$ cat src/sv/rdc_pkg.sv
package rdc_pkg;

  // Field widths fixed by the interface.
  localparam int VALUE_W     = 32;
  localparam int RADIX_W     = 8;
  localparam int CHAR_W      = 7;

  // Default width of the converted value.
  localparam int VALUE_BITS_DEF = 32;

  // Digit store geometry.
  localparam int STORE_DEPTH = 32;
  localparam int ADDR_W      = $clog2(STORE_DEPTH);
  localparam int COUNT_W     = $clog2(STORE_DEPTH + 1);
  localparam int DIGIT_W     = 6;

  // Accepted radix range.
  localparam logic [RADIX_W-1:0] RADIX_MIN = RADIX_W'(2);
  localparam logic [RADIX_W-1:0] RADIX_MAX = RADIX_W'(36);

  // Character codes.
  localparam logic [DIGIT_W-1:0] DIGIT_TEN   = DIGIT_W'(10);
  localparam logic [CHAR_W-1:0]  ZERO_CHAR   = CHAR_W'(48);
  localparam logic [CHAR_W-1:0]  LETTER_BASE = CHAR_W'(65);

  // Status codes.
  localparam logic STATUS_OK  = 1'b0;
  localparam logic STATUS_ERR = 1'b1;

  // Map a digit value to its ASCII character.
  function automatic logic [CHAR_W-1:0] digit_to_char(input logic [DIGIT_W-1:0] d);
    logic [CHAR_W-1:0] ext;
    ext = CHAR_W'(d);
    if (d < DIGIT_TEN) begin
      digit_to_char = ZERO_CHAR + ext;
    end else begin
      digit_to_char = LETTER_BASE + ext - CHAR_W'(DIGIT_TEN);
    end
  endfunction

endpackage

$ cat src/sv/rdc_if.sv
// Input channel: one value and its radix.
interface rdc_req_if;
  logic                         valid;
  logic                         ready;
  logic [rdc_pkg::VALUE_W-1:0]  value;
  logic [rdc_pkg::RADIX_W-1:0]  radix;

  modport source (output valid, output value, output radix, input ready);
  modport sink   (input valid, input value, input radix, output ready);
endinterface

// Output channel: one character of the converted number, or a result with no digit.
interface rdc_rsp_if;
  logic                        valid;
  logic                        ready;
  logic [rdc_pkg::CHAR_W-1:0]  digit_char;
  logic                        digit_valid;
  logic                        status;
  logic                        last;

  modport source (output valid, output digit_char, output digit_valid, output status,
                  output last, input ready);
  modport sink   (input valid, input digit_char, input digit_valid, input status,
                  input last, output ready);
endinterface

$ cat src/sv/radix_digit_converter.sv
// Channel  Dir  Payload                                   Transfer
// req      in   value[31:0] signed, radix[7:0]            valid && ready
// rsp      out  digit_char[6:0], digit_valid, status, last valid && ready
//
// One conversion at a time; req.ready is high only while idle.
// Each digit takes a full pass of the bit-serial restoring divider over all
// VALUE_BITS bits of the value. The digits are then read back from the digit
// store through S_READ, S_LOAD and S_HOLD, each held in S_HOLD through any
// rsp stalls; control goes idle after the final transfer. Bad input and zero
// give a single result in the cycle after the transfer; overflow is an error.
// Synchronous reset returns the control to idle; the store is not cleared.
module radix_digit_converter #(
  parameter int VALUE_BITS = rdc_pkg::VALUE_BITS_DEF
) (
  input  logic       clk,
  input  logic       rst,
  rdc_req_if.sink    req,
  rdc_rsp_if.source  rsp
);

  import rdc_pkg::*;

  localparam int BITCNT_W = $clog2(VALUE_BITS);
  localparam logic [BITCNT_W-1:0] BIT_LAST = BITCNT_W'(VALUE_BITS - 1);
  localparam logic [COUNT_W-1:0]  COUNT_FULL = COUNT_W'(STORE_DEPTH);

  typedef enum logic [2:0] {
    S_IDLE,
    S_DIV,
    S_READ,
    S_LOAD,
    S_HOLD
  } state_t;

  state_t                state;
  logic [VALUE_BITS-1:0] work;
  logic [DIGIT_W-1:0]    rem;
  logic [DIGIT_W-1:0]    radix;
  logic [BITCNT_W-1:0]   bit_cnt;
  logic                  nz;
  logic [COUNT_W-1:0]    count;

  logic                  out_vld;
  logic [CHAR_W-1:0]     out_char;
  logic                  out_dvalid;
  logic                  out_status;
  logic                  out_last;

  logic [VALUE_BITS-1:0] v_in;
  logic                  in_bad;
  logic [DIGIT_W:0]      rem_sh;
  logic [DIGIT_W:0]      diff;
  logic                  ge;
  logic [DIGIT_W-1:0]    rem_next;
  logic [VALUE_BITS-1:0] work_next;
  logic                  wr_en;
  logic [ADDR_W-1:0]     rd_addr;
  logic [DIGIT_W-1:0]    rd_data;

  // Input value at the configured width, sign-extended or truncated.
  assign v_in   = VALUE_BITS'($signed(req.value));
  assign in_bad = v_in[VALUE_BITS-1] || (req.radix < RADIX_MIN) || (req.radix > RADIX_MAX);

  // One step of restoring division: shift in the next dividend bit.
  assign rem_sh    = {rem, work[VALUE_BITS-1]};
  assign diff      = rem_sh - {1'b0, radix};
  assign ge        = (rem_sh >= {1'b0, radix});
  assign rem_next  = ge ? diff[DIGIT_W-1:0] : rem_sh[DIGIT_W-1:0];
  assign work_next = {work[VALUE_BITS-2:0], ge};

  // Store the remainder when a division ends with room left in the store.
  assign wr_en   = (state == S_DIV) && (bit_cnt == '0) && (count != COUNT_FULL);
  assign rd_addr = count[ADDR_W-1:0] - ADDR_W'(1);

  rdc_ram #(
    .WIDTH (DIGIT_W),
    .DEPTH (STORE_DEPTH)
  ) u_store (
    .clk     (clk),
    .wr_en   (wr_en),
    .wr_addr (count[ADDR_W-1:0]),
    .wr_data (rem_next),
    .rd_addr (rd_addr),
    .rd_data (rd_data)
  );

  // Handshake and payload.
  assign req.ready       = (state == S_IDLE);
  assign rsp.valid       = out_vld;
  assign rsp.digit_char  = out_char;
  assign rsp.digit_valid = out_dvalid;
  assign rsp.status      = out_status;
  assign rsp.last        = out_last;

  // Control sequencer with the output register.
  always_ff @(posedge clk) begin
    if (rst) begin
      state   <= S_IDLE;
      out_vld <= 1'b0;
    end else begin
      unique case (state)
        S_IDLE: begin
          if (req.valid) begin
            if (in_bad || (v_in == '0)) begin
              out_vld    <= 1'b1;
              out_char   <= '0;
              out_dvalid <= 1'b0;
              out_status <= in_bad ? STATUS_ERR : STATUS_OK;
              out_last   <= 1'b1;
              state      <= S_HOLD;
            end else begin
              work    <= v_in;
              radix   <= req.radix[DIGIT_W-1:0];
              rem     <= '0;
              nz      <= 1'b0;
              bit_cnt <= BIT_LAST;
              count   <= '0;
              state   <= S_DIV;
            end
          end
        end
        S_DIV: begin
          work <= work_next;
          if (bit_cnt != '0) begin
            rem     <= rem_next;
            nz      <= nz | ge;
            bit_cnt <= bit_cnt - BITCNT_W'(1);
          end else if (count == COUNT_FULL) begin
            // More digits than the store holds.
            out_vld    <= 1'b1;
            out_char   <= '0;
            out_dvalid <= 1'b0;
            out_status <= STATUS_ERR;
            out_last   <= 1'b1;
            state      <= S_HOLD;
          end else begin
            // Digit stored; start the next division or read back when done.
            count   <= count + COUNT_W'(1);
            rem     <= '0;
            nz      <= 1'b0;
            bit_cnt <= BIT_LAST;
            if (!(nz | ge)) begin
              state <= S_READ;
            end
          end
        end
        S_READ: begin
          // Read address is issued this cycle; data arrives next cycle.
          state <= S_LOAD;
        end
        S_LOAD: begin
          out_vld    <= 1'b1;
          out_char   <= digit_to_char(rd_data);
          out_dvalid <= 1'b1;
          out_status <= STATUS_OK;
          out_last   <= (count == COUNT_W'(1));
          count      <= count - COUNT_W'(1);
          state      <= S_HOLD;
        end
        S_HOLD: begin
          if (rsp.ready) begin
            out_vld <= 1'b0;
            state   <= out_last ? S_IDLE : S_READ;
          end
        end
        default: begin
          state <= S_IDLE;
        end
      endcase
    end
  end

endmodule

$ cat src/sv/rdc_ram.sv
module rdc_ram #(
  parameter int WIDTH = 8,
  parameter int DEPTH = 32
) (
  input  logic                     clk,
  input  logic                     wr_en,
  input  logic [$clog2(DEPTH)-1:0] wr_addr,
  input  logic [WIDTH-1:0]         wr_data,
  input  logic [$clog2(DEPTH)-1:0] rd_addr,
  output logic [WIDTH-1:0]         rd_data
);

  logic [WIDTH-1:0] mem [DEPTH];

  // One write port, one registered read port.
  always_ff @(posedge clk) begin
    if (wr_en) begin
      mem[wr_addr] <= wr_data;
    end
    rd_data <= mem[rd_addr];
  end

endmodule
$ cat src/flat_wrapper.sv
// flat-port wrapper written by rule: the top's interface ports become plain ports
module radix_digit_converter_flat import rdc_pkg::*;
#(
  parameter int VALUE_BITS = rdc_pkg::VALUE_BITS_DEF
)
  (clk, rst, req_valid, req_value, req_radix, req_ready, rsp_valid, rsp_digit_char, rsp_digit_valid, rsp_status, rsp_last, rsp_ready);
  rdc_req_if req_i ();
  rdc_rsp_if rsp_i ();
  input  logic clk;
  input  logic rst;
  input wire logic [$bits(req_i.valid)-1:0] req_valid;
  input wire logic [$bits(req_i.value)-1:0] req_value;
  input wire logic [$bits(req_i.radix)-1:0] req_radix;
  output wire logic [$bits(req_i.ready)-1:0] req_ready;
  output wire logic [$bits(rsp_i.valid)-1:0] rsp_valid;
  output wire logic [$bits(rsp_i.digit_char)-1:0] rsp_digit_char;
  output wire logic [$bits(rsp_i.digit_valid)-1:0] rsp_digit_valid;
  output wire logic [$bits(rsp_i.status)-1:0] rsp_status;
  output wire logic [$bits(rsp_i.last)-1:0] rsp_last;
  input wire logic [$bits(rsp_i.ready)-1:0] rsp_ready;
  assign req_i.valid = req_valid;
  assign req_i.value = req_value;
  assign req_i.radix = req_radix;
  assign req_ready = req_i.ready;
  assign rsp_valid = rsp_i.valid;
  assign rsp_digit_char = rsp_i.digit_char;
  assign rsp_digit_valid = rsp_i.digit_valid;
  assign rsp_status = rsp_i.status;
  assign rsp_last = rsp_i.last;
  assign rsp_i.ready = rsp_ready;
  radix_digit_converter #(.VALUE_BITS(VALUE_BITS)) u_core (.clk(clk), .rst(rst), .req(req_i), .rsp(rsp_i));
endmodule
$ cat config.mk
export PLATFORM = sky130hd
export DESIGN_NAME = radix_digit_converter_flat
export DESIGN_NICKNAME = d
export VERILOG_FILES = /design/src/sv/rdc_pkg.sv /design/src/sv/rdc_if.sv /design/src/sv/radix_digit_converter.sv /design/src/sv/rdc_ram.sv /design/src/flat_wrapper.sv
export SDC_FILE = /design/constraint.sdc
export NUM_CORES = 1
export LEC_CHECK = 0
export BUFFER_PORTS_ARGS = -buffer_cell sky130_fd_sc_hd__buf_2
export CELL_PAD_IN_SITES_DETAIL_PLACEMENT = 2
export CELL_PAD_IN_SITES_GLOBAL_PLACEMENT = 2
export CORE_ASPECT_RATIO = 1.5
export CORE_MARGIN = 5
export CORE_UTILIZATION = 46
export CTS_CLUSTER_SIZE = 24
export DETAILED_ROUTE_END_ITERATION = 6
export PLACE_DENSITY_LB_ADDON = 0.1
export REMOVE_ABC_BUFFERS = 1
export SLEW_MARGIN = 20
export SYNTH_ARGS = -nofsm -noshare
export SYNTH_HDL_FRONTEND = slang
export SYNTH_SLANG_ARGS = --single-unit
$ cat constraint.sdc
create_clock -name clk -period 3.7 [get_ports clk]
set_input_delay 0.74 -clock clk [delete_from_list [all_inputs] [get_ports clk]]
set_output_delay 0.74 -clock clk [all_outputs]
set_load 0.02 [all_outputs]
==> results.sh <==
export IMPL_layout_setup_ws_ns=0.761
export IMPL_startpoint="u_core.rem[3]"
export IMPL_finish_net_count=813
export IMPL_fp_dieH_um=204
export IMPL_critical_path_slowest_cell="sky130_fd_sc_hd__mux2_2"
export IMPL_final_report_hold_violation_count=0
export IMPL_remaining_drc_errors=0
export IMPL_adder_cell_share_of_the_synthesized_area_pct=1.91
export IMPL_dpl_hpwl_mm=19.8
export IMPL_rr_startpoint="u_core.rem[3]"
export IMPL_cts_htree_levels=1
export IMPL_postCtsSetupBuffers=0
export IMPL_worst_margin_slew_ns=1.03
export IMPL_path_cells="ha_1, a21o_1, a211oi_1, o21a_1, mux2_2, and2_1"
export IMPL_synth_async_reset_ratio_pct=0
export IMPL_dp_slack_ns=0.512
export IMPL_synth_edff_count=258
export IMPL_dominant_combinational_cell_family_by_area_after_synthesis="multiplexers"
export IMPL_grt_total_usage_pct=20.6
export IMPL_antenna_found_initial=0
export IMPL_placement_io_buffers=55
export IMPL_antenna_cells_inserted=0
export IMPL_timing_final_crit_period_ns=2.94
export IMPL_cts_made_buffers=26
export IMPL_worstPathRequired_ns=3.98
export IMPL_post_synth_mux_area_share_pct=15.1
export IMPL_final_setup_vio_count=0
export IMPL_worst_clock_skew_ns=0.0106
export IMPL_synthXorXnorAreaFrac_pct=1.21
export IMPL_timing_max_transition_violations_final=0
export IMPL_post_synthesis_simple_gate_area_fraction_pct=6.41
export IMPL_grt_first_pass_wirelength_mm=44.6
export IMPL_grt_overflow_total=0
export IMPL_yosys_register_bits=268
export IMPL_wirelength_per_cell_um=26.3
export IMPL_ir_drop_mv=0.340
export IMPL_critical_path_startpoint_type="flip-flop"
export IMPL_initial_utilization_pct=46.2
export IMPL_insertion_delay_of_the_later_clocked_pin_in_the_worst_skew_pair_ns=0.53
export IMPL_cts_sinks=268
export IMPL_worst_hold_startpoint="req_radix[0]"
export IMPL_postSynthCellCount=681
export IMPL_drt_pass1_iter_count=5
export IMPL_cap_viol_max_count=0
export IMPL_critical_path_buf_inv_count=0
export IMPL_yosysWarningCount=0
export IMPL_p_per_area_nw_per_um2=652
export IMPL_timing_critical_path_slowest_cell_delay_ns=0.67
export IMPL_drt_initial_drc_count=324
export IMPL_clock_input_transition_at_the_sequential_cells_of_the_worst_setup_and_hold_paths_ns=0.07
export IMPL_antenna_left=0
export IMPL_clock_path_buffers=3
export IMPL_most_common_layout_cells="sky130_fd_sc_hd__edfxtp_1, sky130_fd_sc_hd__nor2_1, sky130_fd_sc_hd__buf_2, sky130_fd_sc_hd__mux4_2, sky130_fd_sc_hd__mux2_2"
export IMPL_postSynth_topFlopCell="sky130_fd_sc_hd__edfxtp_1"
export IMPL_floorplan_die_area_um2=28300
export IMPL_area_delta_synth_final_pct=13.3
export IMPL_critical_path_sink_type="flip-flop"
export IMPL_critPathTopFamily="compound AO/OA/AOI/OAI gates"
export IMPL_path_class="reg2reg"
export IMPL_ys_seq_area_share_pct=69.1
export IMPL_route_final_wire_length_mm=28.9
export IMPL_synth_cell_type_count=57
export IMPL_design_power_total_mw=8.50
export IMPL_ios=56
export IMPL_placement_rows=71
export IMPL_core_area_um2=24900
export IMPL_syn_area_um2=11500
export IMPL_fin_crit_sh_pct=79.4
export IMPL_grt_setup_unrepaired="no"
export IMPL_timing_critical_path_arrival_ns=3.22
export IMPL_number_of_global_route_vias_before_repair=7286
export IMPL_p_leak_nw=4.32
export IMPL_syn_mean_instance_area_um2=16.9
export IMPL_mostFrequentLayoutCell="sky130_fd_sc_hd__edfxtp_1"
export IMPL_holdBufCountCts=0
export IMPL_worst_slew_margin_rel_pct=30.8
export IMPL_die_width_um=139
export IMPL_clk_root_buffer_cell="sky130_fd_sc_hd__clkbuf_16"
export IMPL_grt_max_degree=37
export IMPL_gp_congestion=0.814
export IMPL_drive_gt1_share_pct=26.5
export IMPL_viasPerCell=5.76
export IMPL_cts_tree="done"
export IMPL_cts_repair_resized=0
export IMPL_synth_compound_area_share_pct=4.22
export IMPL_timing_hold_worst_class="in2reg"
export IMPL_maxClockFrequency_mhz=340
export IMPL_result_of_the_run="finished, final reports clean"
export IMPL_timing_critical_path_fanout_max=33
export IMPL_dr_total_vias=6329
[per-stage QoR]
| stage | utilization [%] | area [um2] | std cells | TNS [ns] | hold slack [ns] |
|---|---|---|---|---|---|
| after floorplan | - | 11400 | 653 | -101.15 | 0.523 |
| after global placement | 49.0 | 12200 | 1052 | 0 | 0.480 |
| after detailed placement | 49.0 | 12200 | 1052 | 0 | 0.528 |
| after CTS | 52.4 | 13000 | 1098 | 0 | 0.382 |
| after global routing | 52.4 | 13000 | 1098 | 0 | 0.381 |
| final | 52.4 | 13000 | 1098 | 0 | 0.404 |
[worst paths after layout]
kind,end,slack [ns],depth (start not counted)
worst max-delay path,u_core.rem[2],0.76,6
worst min-delay path,u_core.radix[0],0.40,1
worst min register to register,u_core.rsp.valid,0.54,2
worst max register to register,u_core.rem[2],0.76,6
[flip-flops by register name, indices dropped and copies added (netlist names)]
signal / cells
u_core.rsp.digit_char: 7
u_core.rem: 6
u_core.rsp.status: 1
u_core.work: 32
u_core.radix: 6
u_core.u_store.rd_data: 6
u_core.count: 6
u_core.nz: 1
u_core.rsp.valid: 1
u_core.rsp.digit_valid: 1
u_core.bit_cnt: 5
u_core.u_store.mem: 192
u_core.state: 3
u_core.rsp.last: 1
[final cells by class]
class | instances | area, um2
Multi-Input combinational cell | 360 | 3340
Fill cell | 2248 | 11800
Sequential cell | 268 | 7950
Timing Repair Buffer | 71 | 395
Clock buffer | 36 | 719
Inverter | 25 | 93.8
Clock inverter | 10 | 124
Tap cell | 328 | 410
[where the power goes]
group / total, mW / leakage (nW) / switching [mW] / internal, mW
Clock: 2.67 / 0.408 / 1.11 / 1.56
Sequential: 3.89 / 2.40 / 0.125 / 3.76
Combinational: 1.94 / 1.51 / 1.22 / 0.726
Total: 8.50 / 4.32 / 2.45 / 6.05
[routing by layer]
metal | wire length, um | vias up | track usage, %
met5 | 0 | - | 0
met4 | 1070 | 0 | 7.87
met3 | 818 | 50 | 2.23
met2 | 16300 | 130 | 39.4
met1 | 10700 | 3323 | 23.6
li1 | - | 2826 | -
[Yosys cell counts (10+ instances only)]
library cell / instances / area share, %
sky130_fd_sc_hd__a21oi_1: 16 / 0.70
sky130_fd_sc_hd__buf_2: 17 / 0.74
sky130_fd_sc_hd__dfxtp_1: 10 / 1.7
sky130_fd_sc_hd__edfxtp_1: 258 / 67
sky130_fd_sc_hd__ha_1: 16 / 1.7
sky130_fd_sc_hd__inv_1: 25 / 0.82
sky130_fd_sc_hd__mux2_2: 35 / 3.4
sky130_fd_sc_hd__mux2i_1: 26 / 2.3
sky130_fd_sc_hd__mux4_2: 48 / 9.4
sky130_fd_sc_hd__nand2_1: 27 / 0.88
sky130_fd_sc_hd__nor2_1: 57 / 1.9
sky130_fd_sc_hd__nor3_1: 10 / 0.44
sky130_fd_sc_hd__nor4_1: 12 / 0.65
sky130_fd_sc_hd__o21ai_0: 10 / 0.44
[logic make-up (layout without fill, tap and decap cells)]
| kind of cell | Yosys count | after routing |
|---|---|---|
| mux | 109 | 109 |
| fa+ha+maj | 17 | 17 |
| xor+xnor | 15 | 15 |
| flops | 268 | 268 |
| buf+inv | 53 | 142 |
| compound gates | 70 | 70 |
| simple gates | 149 | 149 |
Power figures use the tool's default switching activity.
